--- src/expadb_pkg.sv ---
`timescale 1ns / 1ps
// Shared constants, widths and types of the exp approximation pipeline.
package expadb_pkg;

    localparam int X_W     = 32;
    localparam int Z_W     = 32;
    localparam int D_W     = 43;
    localparam int Q_W     = 40;
    localparam int EXP_W   = 11;
    localparam int RES_W   = 63;
    localparam int PROD_W  = 65;

    localparam int INPUT_FRAC_BITS_DEF = 21;

    localparam logic [32:0]       LOG2E_Q32   = 33'd6196328019;
    localparam logic [PROD_W-1:0] CLAMP_Q32   = 65'd4389456576512;
    localparam logic [32:0]       Q_INT_SAT   = 33'd2046;
    localparam logic [D_W-1:0]    C3_Q40      = 43'd5324470648832;
    localparam logic [44:0]       A_Q40       = 45'd30487625334784;
    localparam logic [42:0]       C2_Q40      = 43'd6295739826176;
    localparam logic [38:0]       B_Q40       = 39'd538906134528;
    localparam logic [RES_W-1:0]  POS_INF_BITS = 63'h7FF0_0000_0000_0000;

    typedef struct packed {
        logic             sat;
        logic [EXP_W-1:0] expo;
        logic [Z_W-1:0]   frac;
    } side_t;

    typedef struct packed {
        logic             sat;
        logic [RES_W-1:0] bits;
    } res_t;

endpackage

--- src/expadb_outbuf.sv ---
`timescale 1ns / 1ps
// Output register with skid stage; freezes the pipeline only while the skid word is held.
module expadb_outbuf (
    input  logic                          aclk,
    input  logic                          aresetn,
    output logic                          en,
    input  logic                          fin_valid,
    input  expadb_pkg::res_t              fin_res,
    output logic                          m_valid,
    input  logic                          m_ready,
    output logic [expadb_pkg::RES_W-1:0]  m_result_bits,
    output logic                          m_saturated
);
    import expadb_pkg::*;

    logic out_valid_reg, out_valid_next;
    logic skid_valid_reg, skid_valid_next;
    res_t out_reg, skid_reg;
    logic take, from_skid, from_fin, load_skid;

    assign en   = !skid_valid_reg;
    assign take = en && fin_valid;

    always_comb begin
        out_valid_next  = out_valid_reg;
        skid_valid_next = skid_valid_reg;
        from_skid       = 1'b0;
        from_fin        = 1'b0;
        load_skid       = 1'b0;
        if (!out_valid_reg || m_ready) begin
            if (skid_valid_reg) begin
                out_valid_next  = 1'b1;
                skid_valid_next = 1'b0;
                from_skid       = 1'b1;
            end else begin
                out_valid_next = take;
                from_fin       = take;
            end
        end else if (take) begin
            skid_valid_next = 1'b1;
            load_skid       = 1'b1;
        end
    end

    always_ff @(posedge aclk) begin
        if (!aresetn) begin
            out_valid_reg  <= 1'b0;
            skid_valid_reg <= 1'b0;
        end else begin
            out_valid_reg  <= out_valid_next;
            skid_valid_reg <= skid_valid_next;
        end
    end

    always_ff @(posedge aclk) begin
        if (from_skid) begin
            out_reg <= skid_reg;
        end else if (from_fin) begin
            out_reg <= fin_res;
        end
        if (load_skid) begin
            skid_reg <= fin_res;
        end
    end

    assign m_valid       = out_valid_reg;
    assign m_result_bits = out_reg.bits;
    assign m_saturated   = out_reg.sat;

endmodule

--- config.mk ---
export PLATFORM = sky130hd
export DESIGN_NAME = expadb_outbuf
export DESIGN_NICKNAME = d
export VERILOG_FILES = /design/src/expadb_pkg.sv /design/src/expadb_outbuf.sv
export SDC_FILE = /design/constraint.sdc
export NUM_CORES = 1
export LEC_CHECK = 0
export ABC_AREA = 1
export BUFFER_PORTS_ARGS = -buffer_cell sky130_fd_sc_hd__buf_2
export CAP_MARGIN = 5
export CORE_ASPECT_RATIO = 0.6
export CORE_MARGIN = 8
export CORE_UTILIZATION = 35
export DETAILED_ROUTE_END_ITERATION = 8
export PLACE_DENSITY = 0.59
export SETUP_SLACK_MARGIN = 0.5
export SLEW_MARGIN = 40
export SYNTH_ARGS = -nofsm -noshare
export SYNTH_HDL_FRONTEND = slang
export SYNTH_SLANG_ARGS = --single-unit
export TNS_END_PERCENT = 5
--- constraint.sdc ---
create_clock -name aclk -period 5.1 [get_ports aclk]
set_input_delay 0.255 -clock aclk [delete_from_list [all_inputs] [get_ports aclk]]
set_output_delay 0.255 -clock aclk [all_outputs]
set_load 0.05 [all_outputs]
==> summary.md <==
| Metric | Value |
|---|---|
| Post-DP HPWL | `7.52 mm` |
| Clock Tree Root | `clkbuf_16` |
| Final setup vio count | `0` |
| Die span in y | `107 um` |
| CTS Buffer Depth | `2` |
| Register bit count reported by yosys | `130` |
| Ports | `134` |
| Area occupied by multi-input gates | `863 um2` |
| Pre-antenna DRT Iters | `5` |
| Synth Cell Area | `0.00484 mm2` |
| CP required | `5.26 ns` |
| H-tree levels | `4` |
| Layout cells sized above 1 | `0.339` |
| Synthesized instance count | `353` |
| Vias in the first global route | `3369` |
| Least-Margin Pin Slew | `0.704 ns` |
| Antenna Nets Post-Route | `0` |
| Yosys cell types | `12` |
| Crit path launch type | `flip-flop` |
| Final min period | `2.19 ns` |
| Wire length per cell | `16.6 um` |
| GPL Wtd Cong | `0.731` |
| Final Max Slew Viols | `0` |
| Leak | `2.63 nW` |
| Worst-skew pair later-pin latency | `0.41 ns` |
| DR DRC count | `0` |
| Nets | `560` |
| Critical path class | `flip-flop to flip-flop` |
| CTS Buf Count | `17` |
| Starting Density | `0.356` |
| Yosys warns | `0` |
| Initial antenna violation count | `1` |
| Status | `completed` |
| Total Wirelength | `11.2 mm` |
| Core area | `0.0136 mm2` |
| Grt total ovfl | `0` |
| Clock sink total | `130` |
| Reg clk slew, reported paths | `0.06 ns` |
| Hold_ws | `0.0376 ns` |
| Number of cell rows | `33` |
| CP Capture Type | `flip-flop` |
| Routed vias/inst | `4.61` |
| Peak supply drop | `0.206 mV` |
| Die ar. | `0.0180 mm2` |
| Fin. Hold Viols | `0` |
| R2R setup slack | `2.91 ns` |
| Die width | `168 um` |
| Antenna cell count | `0` |
| CTS tree | `built` |
| Cts-stage hold buffer count | `0` |
| Synth-to-layout area growth | `30.3%` |
| Placed insts | `648` |
| Setup TNS Final | `0 ns` |
| Total power | `2.70 mW` |
| Buffers on Ports | `133` |
| Slew headroom | `0.531` |
| Post-CTS Setup Bufs | `0` |
| Cts repair resizes | `0` |
| Crit path max fanout | `67` |
| Max Freq | `0.457 GHz` |
| Max-Cap Viols | `0` |
| Final std cells w/o fill | `679` |
| Vias post-DR | `3131` |
| Fill count | `1221` |
| Max reg flops | `64` |
| WP data arrival | `2.35 ns` |
| Register area | `0.00388 mm2` |
| Avg Cell Area, Syn | `13.7 um2` |
| Post-Syn Nets | `421` |
| Pin count of the biggest net entering global routing | `68` |
| First-pass GRT wire length | `18.3 mm` |
| Pwr per Cell Area | `428 mW/mm2` |
| Final Cycle Share | `0.429` |
| Fin Clk Skew | `0.00613 ns` |
| Unrepaired setup endpoints after global routing | `no` |
| Seq/Total Area, Yosys | `0.802` |
| Worst hold-check path type | `input pin to flip-flop` |
| DRT iter0 DRCs | `228` |
| Tot GR Track Use | `0.132` |
cell usage after synthesis:
master / n / area share
a21oi_1: 2 / 0.0021
nor3_1: 1 / 0.0010
edfxtp_1: 128 / 0.79
clkbuf_1: 5 / 0.0039
nand3_1: 64 / 0.066
buf_4: 5 / 0.0078
buf_2: 10 / 0.010
dfxtp_1: 2 / 0.0083
nor2_1: 2 / 0.0016
nand2_2: 2 / 0.0026
inv_1: 3 / 0.0023
nand2_1: 129 / 0.10
metal layers:
layer	track usage	part of all wire
met4	0.0501	0.012
met1	0.182	0.48
met2	0.179	0.41
met3	0.0605	0.10
met5	0	0.00089
worst paths after layout:
path,from,end,cells after the start
worst max register to register,m_valid,m_result_bits[25],5
worst max-delay path,m_valid,m_result_bits[25],5
worst min-delay path,fin_res[43],skid_reg[43],1
worst min register to register,skid_reg[33],m_result_bits[33],2
critical path: stages, from the launching register on:
cell	delay, ns
dfxtp_1	0.35
nand2_2	0.11
buf_4	0.57
nand2_4	0.57
nand2_1	0.19
nand2_1	0.08
area by class of cell:
type | instances | share of cell area
Multi-Input combinational cell | 200 | 0.137
Inverter | 3 | 0.00179
Tap cell | 175 | 0.0347
Sequential cell | 130 | 0.616
Clock buffer | 19 | 0.0687
Clock inverter | 12 | 0.0224
Timing Repair Buffer | 140 | 0.119
layout by cell type (no fill, tap or decap):
master / instances
clkinvlp_4: 4
bufinv_16: 3
a21oi_4: 1
buf_4: 4
clkinv_1: 3
nor3_1: 1
clkbuf_16: 17
a21oi_1: 1
clkbuf_1: 2
dfxtp_2: 1
nand3_1: 64
buf_8: 2
nand2_4: 1
edfxtp_1: 128
nand2_1: 129
buf_2: 133
buf_16: 1
nor2_4: 1
nand2_2: 1
nor2_1: 1
dfxtp_1: 1
clkinv_2: 2
inv_1: 3
where the power goes:
group	internal, mW	switching (mW)	total, mW	leakage, nW
combinational	0.0617	0.211	0.273	1.14
clock	0.757	0.421	1.18	0.267
sequential	1.24	0.0158	1.25	1.22
logic make-up after synthesis:
kind of cell | share of synthesized area
compound gates | 0.00207
buf+inv | 0.0243
flops | 0.802
simple gates | 0.171
stage by stage:
| stage | util | instance area [um2] | worst slack (ns) |
|---|---|---|---|
| finish | 0.464 | 6310 | 2.91 |
| floorplan | - | 4840 | 0.879 |
| global route | 0.464 | 6310 | 2.68 |
| global placement | 0.417 | 5670 | 2.53 |
| CTS | 0.464 | 6310 | 2.89 |
| detailed placement | 0.422 | 5730 | 2.84 |
Note: power is estimated with default switching activity, not from simulation.
