[src/expadb_pkg.sv]
`timescale 1ns / 1ps
// Shared constants, widths and types of the exp approximation pipeline.
package expadb_pkg;

    localparam int X_W     = 32;
    localparam int Z_W     = 32;
    localparam int D_W     = 43;
    localparam int Q_W     = 40;
    localparam int EXP_W   = 11;
    localparam int RES_W   = 63;
    localparam int PROD_W  = 65;

    localparam int INPUT_FRAC_BITS_DEF = 21;

    localparam logic [32:0]       LOG2E_Q32   = 33'd6196328019;
    localparam logic [PROD_W-1:0] CLAMP_Q32   = 65'd4389456576512;
    localparam logic [32:0]       Q_INT_SAT   = 33'd2046;
    localparam logic [D_W-1:0]    C3_Q40      = 43'd5324470648832;
    localparam logic [44:0]       A_Q40       = 45'd30487625334784;
    localparam logic [42:0]       C2_Q40      = 43'd6295739826176;
    localparam logic [38:0]       B_Q40       = 39'd538906134528;
    localparam logic [RES_W-1:0]  POS_INF_BITS = 63'h7FF0_0000_0000_0000;

    typedef struct packed {
        logic             sat;
        logic [EXP_W-1:0] expo;
        logic [Z_W-1:0]   frac;
    } side_t;

    typedef struct packed {
        logic             sat;
        logic [RES_W-1:0] bits;
    } res_t;

endpackage

[src/expadb_front.sv]
`timescale 1ns / 1ps
// Front stages: take magnitude, scale by log2(e), round, clamp, split into exponent and fraction, form divisor.
module expadb_front #(
    parameter int INPUT_FRAC_BITS = expadb_pkg::INPUT_FRAC_BITS_DEF
) (
    input  logic                               aclk,
    input  logic                               aresetn,
    input  logic                               en,
    input  logic                               in_valid,
    input  logic signed [expadb_pkg::X_W-1:0]  in_x,
    output logic                               out_valid,
    output logic [expadb_pkg::D_W-1:0]         out_d,
    output expadb_pkg::side_t                  out_side
);
    import expadb_pkg::*;

    localparam logic [PROD_W-1:0] RND = (PROD_W'(1) << INPUT_FRAC_BITS) - PROD_W'(1);

    logic [4:0]        valid_reg;
    logic [X_W-1:0]    x_bits;
    logic              neg1_reg, neg2_reg, neg3_reg;
    logic [X_W-1:0]    mag_reg, mag_next;
    logic [PROD_W-1:0] prod_reg, prod_next;
    logic [PROD_W-1:0] sh_reg, sh_next;
    logic [PROD_W-1:0] q_reg, q_next;
    logic [D_W-1:0]    d_reg, d_next;
    side_t             side_reg, side_next;

    assign x_bits = in_x;

    always_comb begin
        mag_next  = x_bits[X_W-1] ? X_W'(~x_bits + X_W'(1)) : x_bits;
        prod_next = PROD_W'(mag_reg) * PROD_W'(LOG2E_Q32);
        sh_next   = neg2_reg ? ((prod_reg + RND) >> INPUT_FRAC_BITS)
                             : (prod_reg >> INPUT_FRAC_BITS);
        if (neg3_reg) begin
            q_next = CLAMP_Q32 - ((sh_reg > CLAMP_Q32) ? CLAMP_Q32 : sh_reg);
        end else begin
            q_next = CLAMP_Q32 + sh_reg;
        end
        side_next.sat  = (q_reg[PROD_W-1:32] >= Q_INT_SAT);
        side_next.expo = q_reg[32+EXP_W-1:32] + EXP_W'(1);
        side_next.frac = q_reg[Z_W-1:0];
        d_next         = C3_Q40 - {3'b000, q_reg[Z_W-1:0], 8'h00};
    end

    always_ff @(posedge aclk) begin
        if (!aresetn) begin
            valid_reg <= '0;
        end else if (en) begin
            valid_reg <= {valid_reg[3:0], in_valid};
        end
    end

    always_ff @(posedge aclk) begin
        if (en) begin
            neg1_reg <= x_bits[X_W-1];
            mag_reg  <= mag_next;
            neg2_reg <= neg1_reg;
            prod_reg <= prod_next;
            neg3_reg <= neg2_reg;
            sh_reg   <= sh_next;
            q_reg    <= q_next;
            d_reg    <= d_next;
            side_reg <= side_next;
        end
    end

    assign out_valid = valid_reg[4];
    assign out_d     = d_reg;
    assign out_side  = side_reg;

endmodule

[config.mk]
export PLATFORM = sky130hd
export DESIGN_NAME = expadb_front
export DESIGN_NICKNAME = d
export VERILOG_FILES = /design/src/expadb_pkg.sv /design/src/expadb_front.sv
export SDC_FILE = /design/constraint.sdc
export NUM_CORES = 2
export LEC_CHECK = 0
export ABC_AREA = 1
export ABC_CLOCK_PERIOD_IN_PS = 11600
export BUFFER_PORTS_ARGS = -buffer_cell sky130_fd_sc_hd__buf_2
export CAP_MARGIN = 20
export CELL_PAD_IN_SITES_DETAIL_PLACEMENT = 1
export CELL_PAD_IN_SITES_GLOBAL_PLACEMENT = 1
export CORE_MARGIN = 10
export CORE_UTILIZATION = 30
export DETAILED_ROUTE_END_ITERATION = 8
export GPL_TIMING_DRIVEN = 1
export PLACE_DENSITY = 0.54
export SLEW_MARGIN = 20
export SYNTH_ARGS = -nofsm -noshare
export SYNTH_HDL_FRONTEND = slang
export SYNTH_SLANG_ARGS = --single-unit
[constraint.sdc]
create_clock -name aclk -period 11.6 [get_ports aclk]
set_clock_uncertainty 0.15 [all_clocks]
set_input_delay 1.74 -clock aclk [delete_from_list [all_inputs] [get_ports aclk]]
set_output_delay 1.74 -clock aclk [all_outputs]
set_load 0.01 [all_outputs]
==> flow_metrics.py <==
metrics = {
    "global_routing": {
        "use_met3_pct": 2.02,
        "grt_max_degree": 103,
        "track_usage_pct": 16.4,
        "top_usage_layer": "met2",
        "globalRouteOverflowTotal": 0,
        "antenna_found_initial": 1,
        "grt_pass1_wl_um": 158000,
        "use_met1_pct": 20.4,
        "grt_pass1_vias": 26300,
        "grt_use_met2_pct": 29.9,
    },
    "placement": {
        "place_congestion": 0.894,
        "io_buffers": 115,
        "dp_hpwl_um": 89000,
        "dpl_cell_area_mm2": 0.0355,
    },
    "floorplan": {
        "core_mm2": 0.109,
        "start_util_pct": 30.4,
        "die_h_um": 353,
        "die-area_mm2": 0.124,
        "io_pins": 124,
        "die-width_um": 353,
        "rows": 121,
    },
    "finish": {
        "n_antenna_cell": 0,
        "final_nets": 4485,
        "area_growth_pct": 11.0,
        "design_area_mm2": 0.0368,
        "fillers": 12700,
        "drive_gt1_share_pct": 6.52,
        "final_util_pct": 33.7,
    },
    "route": {
        "drt-vias-per-instance": 4.49,
        "drc": 0,
        "vias": 23000,
        "firstDrtPassIters": 5,
        "wirelength_um": 102000,
        "wl_per_cell_um": 19.9,
        "drt_iter0_markers": 842,
        "final_antenna_net_count": 0,
    },
    "sta": {
        "hold_viol_final": 0,
        "fin_tns_setup_ns": 0,
        "period_needed_ns": 8.04,
        "setup_violations": 0,
        "rsz0062_at_grt": "no",
        "holdWs_ns": 0.331,
        "tightest_slew_ns": 0.934,
        "maxSlewHeadroom_pct": 37.8,
        "slew_violations": 0,
        "min_period_over_period_pct": 69.3,
        "max_freq_mhz": 124,
    },
    "setup_path": {
        "cp_top_family": "adder cells",
        "worstSetupPathType": "reg -> reg",
        "path_max_fanout": 8,
        "worst-path-buf-inv": 7,
        "arrival_ns": 8.25,
        "endpoint_kind": "register",
        "crit_path_start_kind": "register",
        "slowest_stage": "edfxtp_1",
        "worstPathRequired_ns": 11.81,
        "slowest_delay_ns": 0.72,
    },
    "cts": {
        "clockBufferDepth": 3,
        "clock_latency_ns": 0.60,
        "h-tree-depth": 2,
        "ctsResizeCount": 0,
        "cts_tree": "built",
        "cts-buffers-inserted": 40,
        "clk_pin_slew_worst_paths_ns": 0.06,
        "ctsHoldBuffers": 0,
        "postCtsSetupBuffers": 0,
        "root_buffer": "clkbuf_16",
        "cts_sinks": 292,
    },
    "yosys": {
        "synth_area_leader_cell": "edfxtp_1",
        "synth_top_area_share_pct": 26.0,
        "syn_inst": 3478,
        "synth_seq_area_share_pct": 26.3,
        "ys_ff_latch": 292,
        "yosysUniqueCellTypes": 56,
        "synthFlopType": "edfxtp_1",
        "mappedNetlistArea_mm2": 0.0332,
        "synth_edf_count": 287,
        "async_reset_ff_share_pct": 0,
        "yosys-top-cells-area": "edfxtp_1 (26%), fa_1 (24%), ha_1 (16%), inv_1 (10%), nand2_1 (4.4%)",
        "yosys_warnings": 0,
        "avgSynthCellArea_um2": 9.54,
    },
    "run": {
        "max_cap_viol_count": 0,
    },
    "hold_path": {
        "hold_class": "reg -> reg",
    },
    "outcome": {
        "status": "finished, final reports clean",
    },
}
routing by layer:
layer	part of all wire, %	up-vias
met4	2.0	0
met5	0	-
li1	-	11200
met1	44	11500
met2	51	279
met3	2.9	90
worst paths after layout:
kind | start | endpoint | slack [ns] | cells past startpoint
hold reg to reg | valid_reg[1] | valid_reg[2] | 0.33 | 2
hold / removal | valid_reg[1] | valid_reg[2] | 0.33 | 2
setup reg to reg | mag_reg[21] | prod_reg[60] | 3.56 | 26
setup / recovery | mag_reg[21] | prod_reg[60] | 3.56 | 26
synth_stat cells, types with 10 or more instances:
cell type / count
inv_1: 915
xnor2_1: 68
a21oi_1: 99
nor4_1: 15
a31oi_1: 26
o31ai_1: 11
nand3_1: 74
fa_1: 402
edfxtp_1: 287
nand4_1: 33
nor2_1: 277
or2_2: 18
ha_1: 426
buf_4: 11
nand3b_1: 10
a21o_1: 16
o21ai_1: 11
o21ai_0: 91
nor3_1: 49
xor2_1: 134
nand2_1: 391
cell usage in the layout (no fill, tap or decap), types with 6 or more instances in the layout:
| cell | count |
|---|---|
| o21ai_2 | 9 |
| inv_2 | 8 |
| o21ai_0 | 91 |
| nand3b_1 | 10 |
| buf_2 | 114 |
| a21oi_1 | 99 |
| xnor2_1 | 68 |
| clkbuf_16 | 40 |
| buf_4 | 7 |
| clkbuf_1 | 6 |
| a21boi_0 | 6 |
| nand3_1 | 74 |
| a31oi_1 | 26 |
| nor3_1 | 49 |
| o21ai_1 | 11 |
| inv_1 | 915 |
| a21o_1 | 16 |
| or2_2 | 18 |
| nor2_1 | 277 |
| o31ai_1 | 11 |
| fa_1 | 402 |
| nand4_1 | 33 |
| and3_1 | 8 |
| nand2_1 | 391 |
| edfxtp_1 | 287 |
| ha_1 | 426 |
| o21bai_1 | 9 |
| nor4_1 | 15 |
| conb_1 | 8 |
| xor2_1 | 134 |
layout make-up:
class,count,area (µm²),area share (%)
clock buffers,46,1020,2.78
clock inverters,24,314,0.852
inverters,923,3460,9.40
multi-input cells,2242,20800,56.6
flip-flops and latches,292,8720,23.7
well taps,1476,1850,5.01
repair buffers,122,638,1.73
worst min-delay path, cell delays in order, from the launching register on:
cell and delay (ns):
dfxtp_1 0.32, nor2_1 0.05, nor2_1 0.08
cells by family after synthesis:
| group | count (synthesis) | synth area share, % |
|---|---|---|
| AOI/OAI and AO/OA | 304 | 5.43 |
| buffers and inverters | 951 | 11.0 |
| and+or+nand+nor | 900 | 11.6 |
| other | 1 | 0.0113 |
| adders and majority gates | 828 | 40.3 |
| xor gates and xnor gates | 202 | 5.33 |
| DFF | 292 | 26.3 |
stage by stage:
step | cells | worst slack (ns)
detailed placement | 5055 | 3.58
finish | 5125 | 3.56
global placement | 5055 | 3.59
global route | 5125 | 3.11
floorplan | 3485 | 4.80
CTS | 5125 | 3.56
Power is not shown: default switching activity piles up to over one toggle a cycle in this logic, so the estimate is an artifact.
