File: src/expadb_pkg.sv
`timescale 1ns / 1ps
// Shared constants, widths and types of the exp approximation pipeline.
package expadb_pkg;

    localparam int X_W     = 32;
    localparam int Z_W     = 32;
    localparam int D_W     = 43;
    localparam int Q_W     = 40;
    localparam int EXP_W   = 11;
    localparam int RES_W   = 63;
    localparam int PROD_W  = 65;

    localparam int INPUT_FRAC_BITS_DEF = 21;

    localparam logic [32:0]       LOG2E_Q32   = 33'd6196328019;
    localparam logic [PROD_W-1:0] CLAMP_Q32   = 65'd4389456576512;
    localparam logic [32:0]       Q_INT_SAT   = 33'd2046;
    localparam logic [D_W-1:0]    C3_Q40      = 43'd5324470648832;
    localparam logic [44:0]       A_Q40       = 45'd30487625334784;
    localparam logic [42:0]       C2_Q40      = 43'd6295739826176;
    localparam logic [38:0]       B_Q40       = 39'd538906134528;
    localparam logic [RES_W-1:0]  POS_INF_BITS = 63'h7FF0_0000_0000_0000;

    typedef struct packed {
        logic             sat;
        logic [EXP_W-1:0] expo;
        logic [Z_W-1:0]   frac;
    } side_t;

    typedef struct packed {
        logic             sat;
        logic [RES_W-1:0] bits;
    } res_t;

endpackage

File: src/expadb_corr.sv
`timescale 1ns / 1ps
// Correction stages: split products, rational correction, exponent merge and saturation.
module expadb_corr (
    input  logic                        aclk,
    input  logic                        aresetn,
    input  logic                        en,
    input  logic                        in_valid,
    input  logic [expadb_pkg::Q_W-1:0]  in_recip,
    input  expadb_pkg::side_t           in_side,
    output logic                        out_valid,
    output expadb_pkg::res_t            out_res
);
    import expadb_pkg::*;

    localparam int C_W   = 46;
    localparam int TOT_W = 66;

    localparam logic [31:0] A_LO = A_Q40[31:0];
    localparam logic [12:0] A_HI = A_Q40[44:32];
    localparam logic [31:0] B_LO = B_Q40[31:0];
    localparam logic [6:0]  B_HI = B_Q40[38:32];

    logic [3:0]       valid_reg;
    logic [63:0]      pll_reg, pll_next;
    logic [39:0]      plh_reg, plh_next;
    logic [44:0]      phl_reg, phl_next;
    logic [20:0]      phh_reg, phh_next;
    logic [63:0]      bl_reg, bl_next;
    logic [38:0]      bh_reg, bh_next;
    side_t            side1_reg, side2_reg, side3_reg;
    logic [84:0]      full_sum;
    logic [70:0]      bz_sum;
    logic [44:0]      t_reg, t_next;
    logic [38:0]      bz_reg, bz_next;
    logic [C_W-1:0]   c_reg, c_next;
    logic [TOT_W-1:0] total;
    logic             over;
    res_t             res_reg, res_next;

    always_comb begin
        pll_next = 64'(A_LO) * 64'(in_recip[31:0]);
        plh_next = 40'(A_LO) * 40'(in_recip[39:32]);
        phl_next = 45'(A_HI) * 45'(in_recip[31:0]);
        phh_next = 21'(A_HI) * 21'(in_recip[39:32]);
        bl_next  = 64'(B_LO) * 64'(in_side.frac);
        bh_next  = 39'(B_HI) * 39'(in_side.frac);

        full_sum = 85'(pll_reg) + (85'(plh_reg) << 32) + (85'(phl_reg) << 32)
                 + (85'(phh_reg) << 64);
        t_next   = full_sum[84:40];
        bz_sum   = 71'(bl_reg) + (71'(bh_reg) << 32);
        bz_next  = bz_sum[70:32];

        c_next   = C_W'(t_reg) - C_W'(C2_Q40) - C_W'(bz_reg);

        total    = {3'b000, side3_reg.expo, 52'h0}
                 + ({{(TOT_W-C_W){c_reg[C_W-1]}}, c_reg} << 12);
        over     = (total >= TOT_W'(POS_INF_BITS));
        res_next.sat  = side3_reg.sat | over;
        res_next.bits = res_next.sat ? POS_INF_BITS : total[RES_W-1:0];
    end

    always_ff @(posedge aclk) begin
        if (!aresetn) begin
            valid_reg <= '0;
        end else if (en) begin
            valid_reg <= {valid_reg[2:0], in_valid};
        end
    end

    always_ff @(posedge aclk) begin
        if (en) begin
            pll_reg   <= pll_next;
            plh_reg   <= plh_next;
            phl_reg   <= phl_next;
            phh_reg   <= phh_next;
            bl_reg    <= bl_next;
            bh_reg    <= bh_next;
            side1_reg <= in_side;
            t_reg     <= t_next;
            bz_reg    <= bz_next;
            side2_reg <= side1_reg;
            c_reg     <= c_next;
            side3_reg <= side2_reg;
            res_reg   <= res_next;
        end
    end

    assign out_valid = valid_reg[3];
    assign out_res   = res_reg;

endmodule

File: config.mk
export PLATFORM = sky130hd
export DESIGN_NAME = expadb_corr
export DESIGN_NICKNAME = d
export VERILOG_FILES = /design/src/expadb_pkg.sv /design/src/expadb_corr.sv
export SDC_FILE = /design/constraint.sdc
export NUM_CORES = 2
export LEC_CHECK = 0
export BUFFER_PORTS_ARGS = -buffer_cell sky130_fd_sc_hd__buf_2
export CAP_MARGIN = 20
export CORE_ASPECT_RATIO = 0.75
export CORE_MARGIN = 2
export CORE_UTILIZATION = 30
export DETAILED_ROUTE_END_ITERATION = 16
export PLACE_DENSITY_LB_ADDON = 0.2
export SLEW_MARGIN = 15
export SYNTH_ARGS = -nofsm -noshare
export SYNTH_HDL_FRONTEND = slang
export SYNTH_SLANG_ARGS = --single-unit
File: constraint.sdc
create_clock -name aclk -period 8.1 [get_ports aclk]
set_input_delay 0 -clock aclk [delete_from_list [all_inputs] [get_ports aclk]]
set_output_delay 0 -clock aclk [all_outputs]
set_load 0.05 [all_outputs]
==> summary.md <==
| Metric | Value |
|---|---|
| Worst hold path endpoint | bh_reg[2]$_DFFE_PP_ |
| Worst-path cell chain | dlygate4sd3_1 -> buf_2 -> fa_1 -> fa_1 -> inv_1 -> fa_1 -> fa_1 -> fa_1 -> inv_1 -> fa_1 -> fa_1 -> ha_1 -> a21o_1 -> a21o_1 -> a221oi_1 -> a21bo_2 -> a31oi_1 -> o21ai_0 -> nor2_1 -> o21bai_1 -> a21oi_1 -> xnor2_1 |
| RR Startpoint | t_reg[1]$_DFFE_PP_ |
| Final GP Congestion | 0.874 |
| Yosys top cell area share | 0.260 |
| Area added between synthesis and finish | 9.95% |
| Post-CTS Setup Bufs | 0 |
| Warnings from Yosys | 0 |
| Setup TNS after final layout | 0 ns |
| Min-Delay Path Class | input pin to register |
| Main area contributors after synthesis | fa_1 26%, edfxtp_1 24%, ha_1 22%, inv_1 7.1%, xnor2_1 3.2% |
| Post-synthesis sequential area ratio | 0.243 |
| Met2 usage | 0.222 |
| Largest net degree at the start of global routing | 132 |
| Post-synthesis cell count | 4498 |
| Initial core utilization | 0.302 |
| Gr busiest metal | met1 |
| Worst-Margin Slew | 0.995 ns |
| Final period utilization | 0.863 |
| First-pass GRT wire length | a little over 200000 um |
| Vias/cell | between 4 and 5 |
| Gr ovfl total | 0 |
| Ports | 153 |
| Row cnt | 129 |
| Final wirelength | 130000 um |
| Min Tclk post-route | 6.99 ns |
| Die width | between 400 and 500 um |
| Slew HR | 0.328 |
| RSZ-0062 raised after global routing | false |
| Max-Cap Viols | 0 |
| Layout cells sized above 1 | 0.0541 |
| CTS Sinks | ~400 |
| Initial DRC count | 2070 |
| Reg clk slew, reported paths | 0.07 ns |
| Clock latency on the worst-skew pair | around 0.58 ns |
| IO Port Bufs | 140 |
| Reg-to-reg setup timing slack | 2.67 ns |
| Vias | 32100 |
| Crit-path slowest cell | fa_1 |
| Area of the core | 165000 um2 |
| Die Area | 169000 um2 |
| Antenna violation net count after detailed routing | 0 |
| Cell mode on critical path | fa_1 |
| Largest register FFs | 52 |
| Post-synth top flop | edfxtp_1 |
| Die height | 357 um |
| WP data required | 8.43 ns |
| Post-cts resize count | 0 |
| Nets | 6278 |
| Htree depth | 2 |
| TritonCTS Buffers | 42 |
| Initial antenna violation count | 3 |
| Grt met1 use | 0.259 |
| Setup CP Type | input pin to register |
| #FFs+latches synth | 404 |
| DR DRC count | 0 |
| Place WS | 0.938 ns |
| Peak fanout along the critical path | 9 |
| GR Util met3 | 0.0200 |
| CTS Buffer Depth | 3 |
| R2R depth | 13 |
| TritonCTS clock tree | yes |
| Root Buffer | clkbuf_16 |
| DR WL/cell | 18.8 um |
| Worst Skew | 0.0230 ns |
| Mapped cell area | 49800 um2 |
| Cts-stage hold buffer count | 23 |
| DP HPWL | about 110000 um |
| Syn avg cell area | 11.1 um2 |
| Post-synth top cells | 937 x inv_1, 862 x ha_1, 648 x fa_1, 400 x edfxtp_1, 244 x a21oi_1 |
| CP top delay family | adder cells |
| Vias in the first global route | roughly 33000 |
| Fillers | about 17000 |
| WP buf/inv | 4 |
| Critical R2R Capture | c_reg[43]$_DFFE_PP_ |
| Startpoint Class | input pin |
| Critical path endpoint category | register |
| Final Hold Vio Count | 0 |
| Worst Path Arrival | 7.32 ns |
| Status | completed |
| Setup violators final | 0 |
| Final WS setup | 1.11 ns |
| Max Fclk | 143 MHz |
| Hold depth | 2 |
| Total iterations of the first detailed-routing run | 5 |
| Post-synth EDFFs | 400 |
| Most numerous cell in the Yosys netlist | inv_1 |
| Worst path max stage delay | 0.71 ns |
| Max-slew violations | 0 |
| Asr flop ratio synth | 0 |
| Yosys top cell by area | fa_1 |
| HP Start | in_side[2] |
| All-Layer GR Usage | 0.158 |
| Post-synth cell types | between 70 and 80 |
==> layer usage <==
metal,wire length [um],part of all wire
met1,70900,0.54
met2,52400,0.40
met3,5300,0.041
met4,1880,0.014
met5,0,0
==> through the flow <==
stage / std cells / area, um2 / utilization / hold WS (ns)
after floorplan: 4509 / 49900 / - / 0.0989
after global placement: 6840 / 53200 / 0.323 / 0.183
after detailed placement: 6840 / 53200 / 0.323 / 0.179
after CTS: 6941 / 54800 / 0.332 / 0.0501
after global routing: 6942 / 54800 / 0.332 / 0.0548
final: 6943 / 54800 / 0.332 / 0.0794
==> worst reg2reg max path: stages (launching register included) <==
cell and delay [ns]:
edfxtp_1 0.41, ha_1 0.32, ha_1 0.24, fa_1 0.44
a211oi_1 0.28, nor2_1 0.13, o311ai_0 0.84, a21oi_1 0.29
o21ai_0 0.52, nand2_1 0.21, a21oi_1 0.37, a41oi_1 0.20
a31oi_1 0.32, xor2_1 0.56
==> kinds of logic after synthesis <==
logic type,synth area share
AO/OA/AOI/OAI,0.0955
XOR/XNOR,0.0501
adder cells (fa/ha/maj),0.477
buffers and inverters,0.0753
flip-flops,0.243
multiplexers,0.000804
other,0.0000753
AND/OR/NAND/NOR,0.0588
==> layout make-up <==
class / count / area [um2] / share of cell area
diodes: 2 / 5.00 / 0.0000914
clock buffers: 51 / 1150 / 0.0210
clock inverters: 27 / 201 / 0.00368
inverters: 937 / 3520 / 0.0642
multi-input cells: 3125 / 34000 / 0.621
flip-flops and latches: 404 / 12100 / 0.221
well taps: 2227 / 2790 / 0.0509
repair buffers: 170 / 1010 / 0.0184
==> cell usage in the layout (no fill, tap or decap), types with 46 or more instances in the layout <==
cell	n
inv_1	937
ha_1	862
fa_1	648
edfxtp_1	400
a21oi_1	244
xnor2_1	183
buf_2	139
a21o_1	137
o21ai_0	129
nor2_1	125
nand2_1	117
xor2_1	102
and2_1	55
nand4_1	46
==> worst max path at each step <==
stage / from / endpoint / slack (ns) / cells past startpoint
6_report: in_side[0] / bl_reg[62]$_DFFE_PP_ / 1.11 / 22
2_1_floorplan: in_side[9] / bl_reg[60]$_DFFE_PP_ / 1.80 / 22
4_1_cts: in_side[1] / bl_reg[62]$_DFFE_PP_ / 1.15 / 22
3_5_place_dp: in_side[7] / bl_reg[56]$_DFFE_PP_ / 0.94 / 22
5_1_grt: in_side[1] / bl_reg[62]$_DFFE_PP_ / 0.82 / 22
3_3_place_gp: in_side[7] / bl_reg[60]$_DFFE_PP_ / 0.97 / 22
Power is not shown: default switching activity piles up to over one toggle a cycle in this logic, so the estimate is an artifact.
